<file path="src/rtl/core/a85_pkg.sv">
// Shared types, constants and slot codes of the ASCII85 stream encoder.
package a85_pkg;

	localparam logic [7:0] CHAR_BANG  = 8'h21;
	localparam logic [7:0] CHAR_Z     = 8'h7A;
	localparam logic [7:0] CHAR_NL    = 8'h0A;
	localparam logic [7:0] CHAR_TILDE = 8'h7E;
	localparam logic [7:0] CHAR_GT    = 8'h3E;

	localparam logic [7:0] LINE_LIMIT_RESET = 8'd80;
	localparam logic [8:0] TRAILER_WRAP_COL = 9'd253;

	// floor(n / 85) == (n * RECIP_85) >> RECIP_SHIFT for every 32-bit n.
	localparam logic [31:0] RECIP_85    = 32'd3233857729;
	localparam int          RECIP_SHIFT = 38;

	localparam int Q_DEPTH = 2;
	localparam int Q_PTR_W = (Q_DEPTH > 1) ? $clog2(Q_DEPTH) : 1;
	localparam int Q_CNT_W = $clog2(Q_DEPTH + 1);

	// Output slots, emitted from lowest to highest.
	localparam int NUM_SLOTS   = 11;
	localparam int SLOT_PRE_NL = 0;
	localparam int SLOT_Z      = 1;
	localparam int SLOT_DIG0   = 2;
	localparam int SLOT_TRL_NL = 7;
	localparam int SLOT_TILDE  = 8;
	localparam int SLOT_GT     = 9;
	localparam int SLOT_END_NL = 10;

	localparam logic OP_DATA   = 1'b0;
	localparam logic OP_FINISH = 1'b1;

	// One classified command from the front to the back.
	typedef struct packed {
		logic [31:0] val;
		logic        nl_pre;
		logic        zchar;
		logic [2:0]  ndig;
		logic        fin;
		logic        nl_trl;
	} cmd_t;

	// A converted command, ready to be emitted.
	typedef struct packed {
		logic            nl_pre;
		logic            zchar;
		logic [2:0]      ndig;
		logic            fin;
		logic            nl_trl;
		logic [4:0][7:0] digs;
	} job_t;

endpackage

</file>
<file path="src/rtl/core/ascii85_stream_encoder_unit.sv">
// Top level of the ASCII85 stream encoder with line wrapping.
//
// Input channel: in_valid/in_stall with operation and data_byte. A data byte
// is gathered into a 32-bit tuple; a finish item flushes the partial tuple
// and writes the "~>" trailer and a newline, then clears the tuple and column.
// Output channel: out_valid/out_stall, one out_char per transfer; last marks
// the final character caused by one input item.
// cfg_wr_en/cfg_wr_data write line_limit (reset 80); write only while idle.
// The digit converter works out a tuple's digits one at a time through the
// reciprocal multiplier and takes no new tuple until its job is taken.
// A two-entry command queue separates the byte front from the converter, and
// the converter works on the next tuple while the emitter sends the last one.
// Reset clears all control state, empties the queue and sets line_limit to 80.
// When the receiver stalls, the output holds its character; the emitter,
// converter and queue fill in turn, and in_stall rises once the queue is full.
module ascii85_stream_encoder_unit import a85_pkg::*; (
	input  logic       clk,
	input  logic       arst_n,
	input  logic       in_valid,
	output logic       in_stall,
	input  logic       operation,
	input  logic [7:0] data_byte,
	output logic       out_valid,
	input  logic       out_stall,
	output logic [7:0] out_char,
	output logic       last,
	input  logic       cfg_wr_en,
	input  logic [7:0] cfg_wr_data
);

	logic q_full;
	logic push;
	cmd_t wr_cmd;
	logic q_pop;
	logic q_valid;
	cmd_t rd_cmd;
	logic job_valid;
	job_t job;
	logic job_take;

	a85_front u_front (
		.clk        (clk),
		.arst_n     (arst_n),
		.in_valid   (in_valid),
		.in_stall   (in_stall),
		.operation  (operation),
		.data_byte  (data_byte),
		.cfg_wr_en  (cfg_wr_en),
		.cfg_wr_data(cfg_wr_data),
		.q_full     (q_full),
		.push       (push),
		.cmd        (wr_cmd)
	);

	a85_queue u_queue (
		.clk     (clk),
		.arst_n  (arst_n),
		.push    (push),
		.wr_cmd  (wr_cmd),
		.full    (q_full),
		.pop     (q_pop),
		.rd_valid(q_valid),
		.rd_cmd  (rd_cmd)
	);

	a85_conv u_conv (
		.clk      (clk),
		.arst_n   (arst_n),
		.q_valid  (q_valid),
		.q_cmd    (rd_cmd),
		.q_pop    (q_pop),
		.job_valid(job_valid),
		.job      (job),
		.job_take (job_take)
	);

	a85_emit u_emit (
		.clk      (clk),
		.arst_n   (arst_n),
		.job_valid(job_valid),
		.job      (job),
		.job_take (job_take),
		.out_valid(out_valid),
		.out_stall(out_stall),
		.out_char (out_char),
		.last     (last)
	);

endmodule

</file>
<file path="src/rtl/core/a85_front.sv">
// Front part: accepts bytes, gathers tuples and decides line wraps.
module a85_front import a85_pkg::*; (
	input  logic       clk,
	input  logic       arst_n,
	input  logic       in_valid,
	output logic       in_stall,
	input  logic       operation,
	input  logic [7:0] data_byte,
	input  logic       cfg_wr_en,
	input  logic [7:0] cfg_wr_data,
	input  logic       q_full,
	output logic       push,
	output cmd_t       cmd
);

	logic [7:0]  line_limit_q;
	logic [23:0] pend_q;
	logic [1:0]  cnt_q;
	logic [7:0]  col_q;

	logic        accept;
	logic [9:0]  lim10;
	logic [9:0]  col10;
	logic [9:0]  thr;
	logic        wrap;
	logic        zero_tuple;
	logic [31:0] full_val;
	logic [31:0] pad_val;
	logic [7:0]  col_base;
	logic [8:0]  col_fin;

	assign in_stall = q_full;
	assign accept   = in_valid && !q_full;

	assign lim10      = {2'b00, line_limit_q};
	assign col10      = {2'b00, col_q};
	assign full_val   = {pend_q, data_byte};
	assign zero_tuple = (full_val == 32'd0);

	always_comb begin
		if (operation == OP_FINISH) begin
			thr = lim10 - 10'd1 - {8'd0, cnt_q};
		end else if (zero_tuple) begin
			thr = lim10 - 10'd1;
		end else begin
			thr = lim10 - 10'd5;
		end
	end

	// Thresholds are signed; a negative one wraps before every tuple.
	assign wrap     = $signed(col10) >= $signed(thr);
	assign col_base = wrap ? 8'd0 : col_q;

	always_comb begin
		case (cnt_q)
			2'd1:    pad_val = {pend_q[7:0], 24'd0};
			2'd2:    pad_val = {pend_q[15:0], 16'd0};
			default: pad_val = {pend_q, 8'd0};
		endcase
	end

	always_comb begin
		if (cnt_q == 2'd0) begin
			col_fin = {1'b0, col_q};
		end else begin
			col_fin = {1'b0, col_base} + {7'd0, cnt_q} + 9'd1;
		end
	end

	always_comb begin
		cmd = '0;
		if (operation == OP_FINISH) begin
			push       = accept;
			cmd.val    = pad_val;
			cmd.nl_pre = (cnt_q != 2'd0) && wrap;
			cmd.ndig   = (cnt_q == 2'd0) ? 3'd0 : ({1'b0, cnt_q} + 3'd1);
			cmd.fin    = 1'b1;
			cmd.nl_trl = col_fin >= TRAILER_WRAP_COL;
		end else begin
			push       = accept && (cnt_q == 2'd3);
			cmd.val    = full_val;
			cmd.nl_pre = wrap;
			cmd.zchar  = zero_tuple;
			cmd.ndig   = zero_tuple ? 3'd0 : 3'd5;
		end
	end

	always_ff @(posedge clk or negedge arst_n) begin
		if (!arst_n) begin
			line_limit_q <= LINE_LIMIT_RESET;
			pend_q       <= '0;
			cnt_q        <= '0;
			col_q        <= '0;
		end else begin
			if (cfg_wr_en) begin
				line_limit_q <= cfg_wr_data;
			end
			if (accept) begin
				if (operation == OP_FINISH) begin
					pend_q <= '0;
					cnt_q  <= '0;
					col_q  <= '0;
				end else if (cnt_q != 2'd3) begin
					pend_q <= {pend_q[15:0], data_byte};
					cnt_q  <= cnt_q + 2'd1;
				end else begin
					pend_q <= '0;
					cnt_q  <= '0;
					col_q  <= col_base + (zero_tuple ? 8'd1 : 8'd5);
				end
			end
		end
	end

endmodule

</file>
<file path="src/rtl/core/a85_queue.sv">
// Short command queue between the front and the back.
module a85_queue import a85_pkg::*; (
	input  logic clk,
	input  logic arst_n,
	input  logic push,
	input  cmd_t wr_cmd,
	output logic full,
	input  logic pop,
	output logic rd_valid,
	output cmd_t rd_cmd
);

	cmd_t               mem_q [Q_DEPTH];
	logic [Q_PTR_W-1:0] wr_ptr_q;
	logic [Q_PTR_W-1:0] rd_ptr_q;
	logic [Q_CNT_W-1:0] count_q;
	logic               do_push;
	logic               do_pop;

	assign full     = (count_q == Q_CNT_W'(Q_DEPTH));
	assign rd_valid = (count_q != '0);
	assign rd_cmd   = mem_q[rd_ptr_q];
	assign do_push  = push && !full;
	assign do_pop   = pop && rd_valid;

	always_ff @(posedge clk) begin
		if (do_push) begin
			mem_q[wr_ptr_q] <= wr_cmd;
		end
	end

	always_ff @(posedge clk or negedge arst_n) begin
		if (!arst_n) begin
			wr_ptr_q <= '0;
			rd_ptr_q <= '0;
			count_q  <= '0;
		end else begin
			if (do_push) begin
				wr_ptr_q <= (wr_ptr_q == Q_PTR_W'(Q_DEPTH - 1)) ? '0 : wr_ptr_q + 1'b1;
			end
			if (do_pop) begin
				rd_ptr_q <= (rd_ptr_q == Q_PTR_W'(Q_DEPTH - 1)) ? '0 : rd_ptr_q + 1'b1;
			end
			if (do_push && !do_pop) begin
				count_q <= count_q + 1'b1;
			end else if (do_pop && !do_push) begin
				count_q <= count_q - 1'b1;
			end
		end
	end

endmodule

</file>
<file path="src/rtl/core/a85_conv.sv">
// Back part, first half: iterative base-85 digit conversion of one tuple.
module a85_conv import a85_pkg::*; (
	input  logic clk,
	input  logic arst_n,
	input  logic q_valid,
	input  cmd_t q_cmd,
	output logic q_pop,
	output logic job_valid,
	output job_t job,
	input  logic job_take
);

	logic            busy_q;
	logic            conv_q;
	logic            phase_q;
	logic [1:0]      step_q;
	logic [31:0]     n_q;
	logic [63:0]     prod_q;
	cmd_t            cmd_q;
	logic [4:0][7:0] digs_q;

	logic        done;
	logic        load;
	logic [31:0] quot;
	logic [31:0] quot85;
	logic [31:0] rem;
	logic [2:0]  didx;

	assign done      = busy_q && !conv_q;
	assign load      = q_valid && (!busy_q || (done && job_take));
	assign q_pop     = load;
	assign job_valid = done;

	assign job.nl_pre = cmd_q.nl_pre;
	assign job.zchar  = cmd_q.zchar;
	assign job.ndig   = cmd_q.ndig;
	assign job.fin    = cmd_q.fin;
	assign job.nl_trl = cmd_q.nl_trl;
	assign job.digs   = digs_q;

	assign quot   = {6'd0, prod_q[63:RECIP_SHIFT]};
	assign quot85 = (quot << 6) + (quot << 4) + (quot << 2) + quot;
	assign rem    = n_q - quot85;
	assign didx   = 3'd4 - {1'b0, step_q};

	// Each step has a multiply phase and then a remainder phase.
	always_ff @(posedge clk) begin
		if (load) begin
			cmd_q <= q_cmd;
			n_q   <= q_cmd.val;
		end else if (conv_q) begin
			if (!phase_q) begin
				prod_q <= 64'(n_q) * 64'(RECIP_85);
			end else begin
				digs_q[didx] <= {1'b0, rem[6:0]} + CHAR_BANG;
				n_q          <= quot;
				if (step_q == 2'd3) begin
					digs_q[0] <= quot[7:0] + CHAR_BANG;
				end
			end
		end
	end

	always_ff @(posedge clk or negedge arst_n) begin
		if (!arst_n) begin
			busy_q  <= 1'b0;
			conv_q  <= 1'b0;
			phase_q <= 1'b0;
			step_q  <= '0;
		end else begin
			if (load) begin
				busy_q  <= 1'b1;
				conv_q  <= (q_cmd.ndig != 3'd0);
				phase_q <= 1'b0;
				step_q  <= '0;
			end else if (done && job_take) begin
				busy_q <= 1'b0;
			end else if (conv_q) begin
				phase_q <= !phase_q;
				if (phase_q) begin
					step_q <= step_q + 2'd1;
					if (step_q == 2'd3) begin
						conv_q <= 1'b0;
					end
				end
			end
		end
	end

endmodule

</file>
<file path="src/rtl/core/a85_emit.sv">
// Back part, second half: sends the characters of one job, one per cycle while out_stall is low.
module a85_emit import a85_pkg::*; (
	input  logic       clk,
	input  logic       arst_n,
	input  logic       job_valid,
	input  job_t       job,
	output logic       job_take,
	output logic       out_valid,
	input  logic       out_stall,
	output logic [7:0] out_char,
	output logic       last
);

	logic [NUM_SLOTS-1:0] mask_q;
	logic [4:0][7:0]      digs_q;

	logic [NUM_SLOTS-1:0] low;
	logic [NUM_SLOTS-1:0] new_mask;
	logic [7:0]           slot_chars [NUM_SLOTS];
	logic                 single;
	logic                 xfer;

	assign low       = mask_q & (~mask_q + 1'b1);
	assign single    = (mask_q != '0) && ((mask_q & (mask_q - 1'b1)) == '0);
	assign out_valid = (mask_q != '0);
	assign last      = single;
	assign xfer      = out_valid && !out_stall;
	assign job_take  = (mask_q == '0) || (single && xfer);

	always_comb begin
		new_mask              = '0;
		new_mask[SLOT_PRE_NL] = job.nl_pre;
		new_mask[SLOT_Z]      = job.zchar;
		for (int k = 0; k < 5; k++) begin
			new_mask[SLOT_DIG0 + k] = (3'(k) < job.ndig);
		end
		new_mask[SLOT_TRL_NL] = job.fin && job.nl_trl;
		new_mask[SLOT_TILDE]  = job.fin;
		new_mask[SLOT_GT]     = job.fin;
		new_mask[SLOT_END_NL] = job.fin;
	end

	always_comb begin
		slot_chars[SLOT_PRE_NL] = CHAR_NL;
		slot_chars[SLOT_Z]      = CHAR_Z;
		for (int k = 0; k < 5; k++) begin
			slot_chars[SLOT_DIG0 + k] = digs_q[k];
		end
		slot_chars[SLOT_TRL_NL] = CHAR_NL;
		slot_chars[SLOT_TILDE]  = CHAR_TILDE;
		slot_chars[SLOT_GT]     = CHAR_GT;
		slot_chars[SLOT_END_NL] = CHAR_NL;
	end

	always_comb begin
		out_char = '0;
		for (int i = 0; i < NUM_SLOTS; i++) begin
			if (low[i]) begin
				out_char = out_char | slot_chars[i];
			end
		end
	end

	always_ff @(posedge clk) begin
		if (job_take && job_valid) begin
			digs_q <= job.digs;
		end
	end

	always_ff @(posedge clk or negedge arst_n) begin
		if (!arst_n) begin
			mask_q <= '0;
		end else if (job_take) begin
			mask_q <= job_valid ? new_mask : '0;
		end else if (xfer) begin
			mask_q <= mask_q & ~low;
		end
	end

endmodule

</file>
<file path="config.mk">
export PLATFORM = sky130hd
export DESIGN_NAME = ascii85_stream_encoder_unit
export DESIGN_NICKNAME = d
export VERILOG_FILES = /design/src/rtl/core/a85_pkg.sv /design/src/rtl/core/ascii85_stream_encoder_unit.sv /design/src/rtl/core/a85_front.sv /design/src/rtl/core/a85_queue.sv /design/src/rtl/core/a85_conv.sv /design/src/rtl/core/a85_emit.sv
export SDC_FILE = /design/constraint.sdc
export NUM_CORES = 1
export LEC_CHECK = 0
export ABC_AREA = 1
export BUFFER_PORTS_ARGS = -buffer_cell sky130_fd_sc_hd__buf_2
export CAP_MARGIN = 20
export CORE_ASPECT_RATIO = 1.5
export CORE_UTILIZATION = 39
export CTS_BUF_LIST = sky130_fd_sc_hd__clkbuf_16
export DETAILED_ROUTE_END_ITERATION = 7
export SYNTH_ARGS = -nofsm -noshare
export SYNTH_HDL_FRONTEND = slang
export SYNTH_SLANG_ARGS = --single-unit
</file>
<file path="constraint.sdc">
create_clock -name clk -period 16.4 [get_ports clk]
set_clock_uncertainty 0.2 [all_clocks]
set_input_delay 1.64 -clock clk [delete_from_list [all_inputs] [get_ports clk]]
set_output_delay 1.64 -clock clk [all_outputs]
set_load 0.01 [all_outputs]
</file>
==> metrics.cfg <==
[status]
outcome = finished clean

[cts]
clk_latency_ns = 0.60
ctsHoldBuffers = 0
cts.sinks = 285
cts_tree = built
cts-root-buf = clkbuf_16
cts_resized = 0
cts_buffers = 30
htree_levels = 1
cts_buffer_depth = 3
post_cts_buffers = 0
path_clk_slew_ns = 0.07

[logic_synthesis]
syn_inst = 2525
syn-num-nets = 3078
synth-seq-cells = 285
synth_top_cells_by_count = inv_1, ha_1, nand2_1
synth_edf_count = 223
netlist_area_um2 = 24200
post-synth-top-count-cell = inv_1
avgSynthCellArea_um2 = 9.58
synthArstFlopShare = 0.218
synth.top_cell.area_share = 0.277
synth_cell_type_count = 57
synth.largest_area_cell = edfxtp_1
yosysWarnings = 0
ys_seq_area_frac = 0.341
ys_top_cells_by_area = edfxtp_1, ha_1, fa_1
synthFlopType = edfxtp_1

[sta]
tns_ns = 0
finalHoldViolations = 0
worst_slew_pin_slew_ns = 1.06
slew_headroom = 0.288
finalCritPeriodShare = 0.427
drv_slew = 0
final-setup-viol-count = 0
fmax_ghz = 0.143
rsz0062_at_grt = no
period_needed_ns = 7.00
fin_ws_ns = 9.40
hold_slack_ns = 0.216

[floorplan]
row_count = 111
initial_core_util = 0.395
core_area_um2 = 61200
die_w_um = 205
die-height_um = 307
die_area_um2 = 63000
io_pins = 33

[worst_setup_path]
cp.required_ns = 16.53
r2r_cells = 21
cp.arrival_ns = 7.13
startpoint_type = register
crit_type = register to register
end_kind = register
cp_max_fo = 5

[final_layout]
utilization = 0.431
layout.nets = 3122
drive_gt1_frac = 0.0502
diodes = 0
syn_to_final_growth_pct = 9.23

[routing]
first_pass_iters = 6
routed_wl_mm = 68.9
drc = 0
vias_per_cell = 5.13
drt_iter0_drc = 1058
vias = 17346
postRouteAntennaNets = 0
wl_per_cell_um = 20.4

[global_route]
globalRouteOverflowTotal = 0
grtUsageTotal = 0.227
grt_pass1_vias = 18818
antenna_found_initial = 0
grt_start_max_net_pins = 63
grt_pass1_wl_mm = 107

[job]
drv_cap = 0

[placement]
hpwl_mm = 58.6
place.gp.congestion = 0.998
post-place-ws_ns = 9.47
io_buffers = 32

[hold_path]
hold_class = register to register
worstHoldPathCells = 0

[metal layers]
layer / up-vias / track usage / share of wire
met4: 0 / 0.121 / 0.061
met2: 378 / 0.434 / 0.54
met1: 8453 / 0.244 / 0.37
li1: 8376 / - / -
met3: 139 / 0.0191 / 0.031
met5: - / 0 / 0
[placed cells by master (no fill, tap or decap), types with 30 or more instances in the layout]
cell type and instances:
nand2_1 328, xor2_1 32, o21ai_0 107, ha_1 358, edfxtp_1 223, buf_2 32
nor2_1 202, clkbuf_16 30, nand3_1 81, a21oi_1 110, fa_1 173, inv_1 547
dfrtp_1 59
[kinds of logic (layout without fill, tap and decap cells)]
kind of cell             count (synthesis)  after routing  synth area share
AND/OR/NAND/NOR                        674            674             0.116
buffers and inverters                  583            650            0.0917
adder cells (fa/ha/maj)                531            531             0.328
AO/OA/AOI/OAI                          363            363            0.0884
flip-flops                             285            285             0.341
XOR/XNOR                                61             61            0.0224
multiplexers                            28             28            0.0116
[per-stage QoR]
stage	std cells	cell area, um2
4_1_cts	3382	26400
2_1_floorplan	2525	24200
3_3_place_gp	3326	25300
6_report	3383	26400
3_5_place_dp	3327	25300
5_1_grt	3383	26400
[worst paths after layout]
| kind | start | endpoint | slack (ns) |
|---|---|---|---|
| max | u_conv.n_q[6] | u_conv.prod_q[61] | 9.40 |
| min | u_conv.job[8] | u_emit.digs_q[8] | 0.22 |
| max reg2reg | u_conv.n_q[6] | u_conv.prod_q[61] | 9.40 |
| min reg2reg | u_conv.job[8] | u_emit.digs_q[8] | 0.22 |
| max in group asynchronous | arst_n | u_queue.rd_ptr_q | 14.38 |
| min in group asynchronous | arst_n | u_front.col_q[7] | 0.99 |
[final cells by class]
cell class	instances	area, um2
fillers	5892	34800
multi-input cells	1657	13700
flip-flops and latches	285	8250
inverters	554	2080
well taps	791	990
clock buffers	30	751
clock inverters	25	353
repair buffers	41	253
[worst max-delay path, cell delays in order, from the launching register on]
cell	delay (ns)
edfxtp_1	0.60
ha_1	0.35
ha_1	0.31
inv_1	0.06
fa_1	0.52
inv_1	0.07
fa_1	0.53
fa_1	0.55
fa_1	0.54
fa_1	0.54
ha_1	0.32
ha_1	0.40
nand2_1	0.17
nor2_1	0.18
inv_1	0.08
nor2_1	0.10
inv_1	0.07
nor4_1	0.37
nand3_1	0.17
nand3_1	0.25
a21oi_1	0.18
xor2_1	0.17
[state kept, by name (all words and copies together), names as in the netlist]
register / flops
u_queue.mem_q: 78
u_conv.job: 47
u_emit.digs_q: 40
u_conv.n_q: 32
u_conv.prod_q: 26
u_front.pend_q: 24
u_emit.mask_q: 11
u_front.col_q: 8
u_front.line_limit_q: 8
u_conv.step_q: 2
u_front.cnt_q: 2
u_queue.count_q: 2
u_conv.busy_q: 1
u_conv.conv_q: 1
u_conv.phase_q: 1
u_queue.rd_ptr_q: 1
u_queue.wr_ptr_q: 1
Power is left out: the tool's default activity adds up to more than one toggle a clock period on the data nets, which glitch-free logic cannot reach.
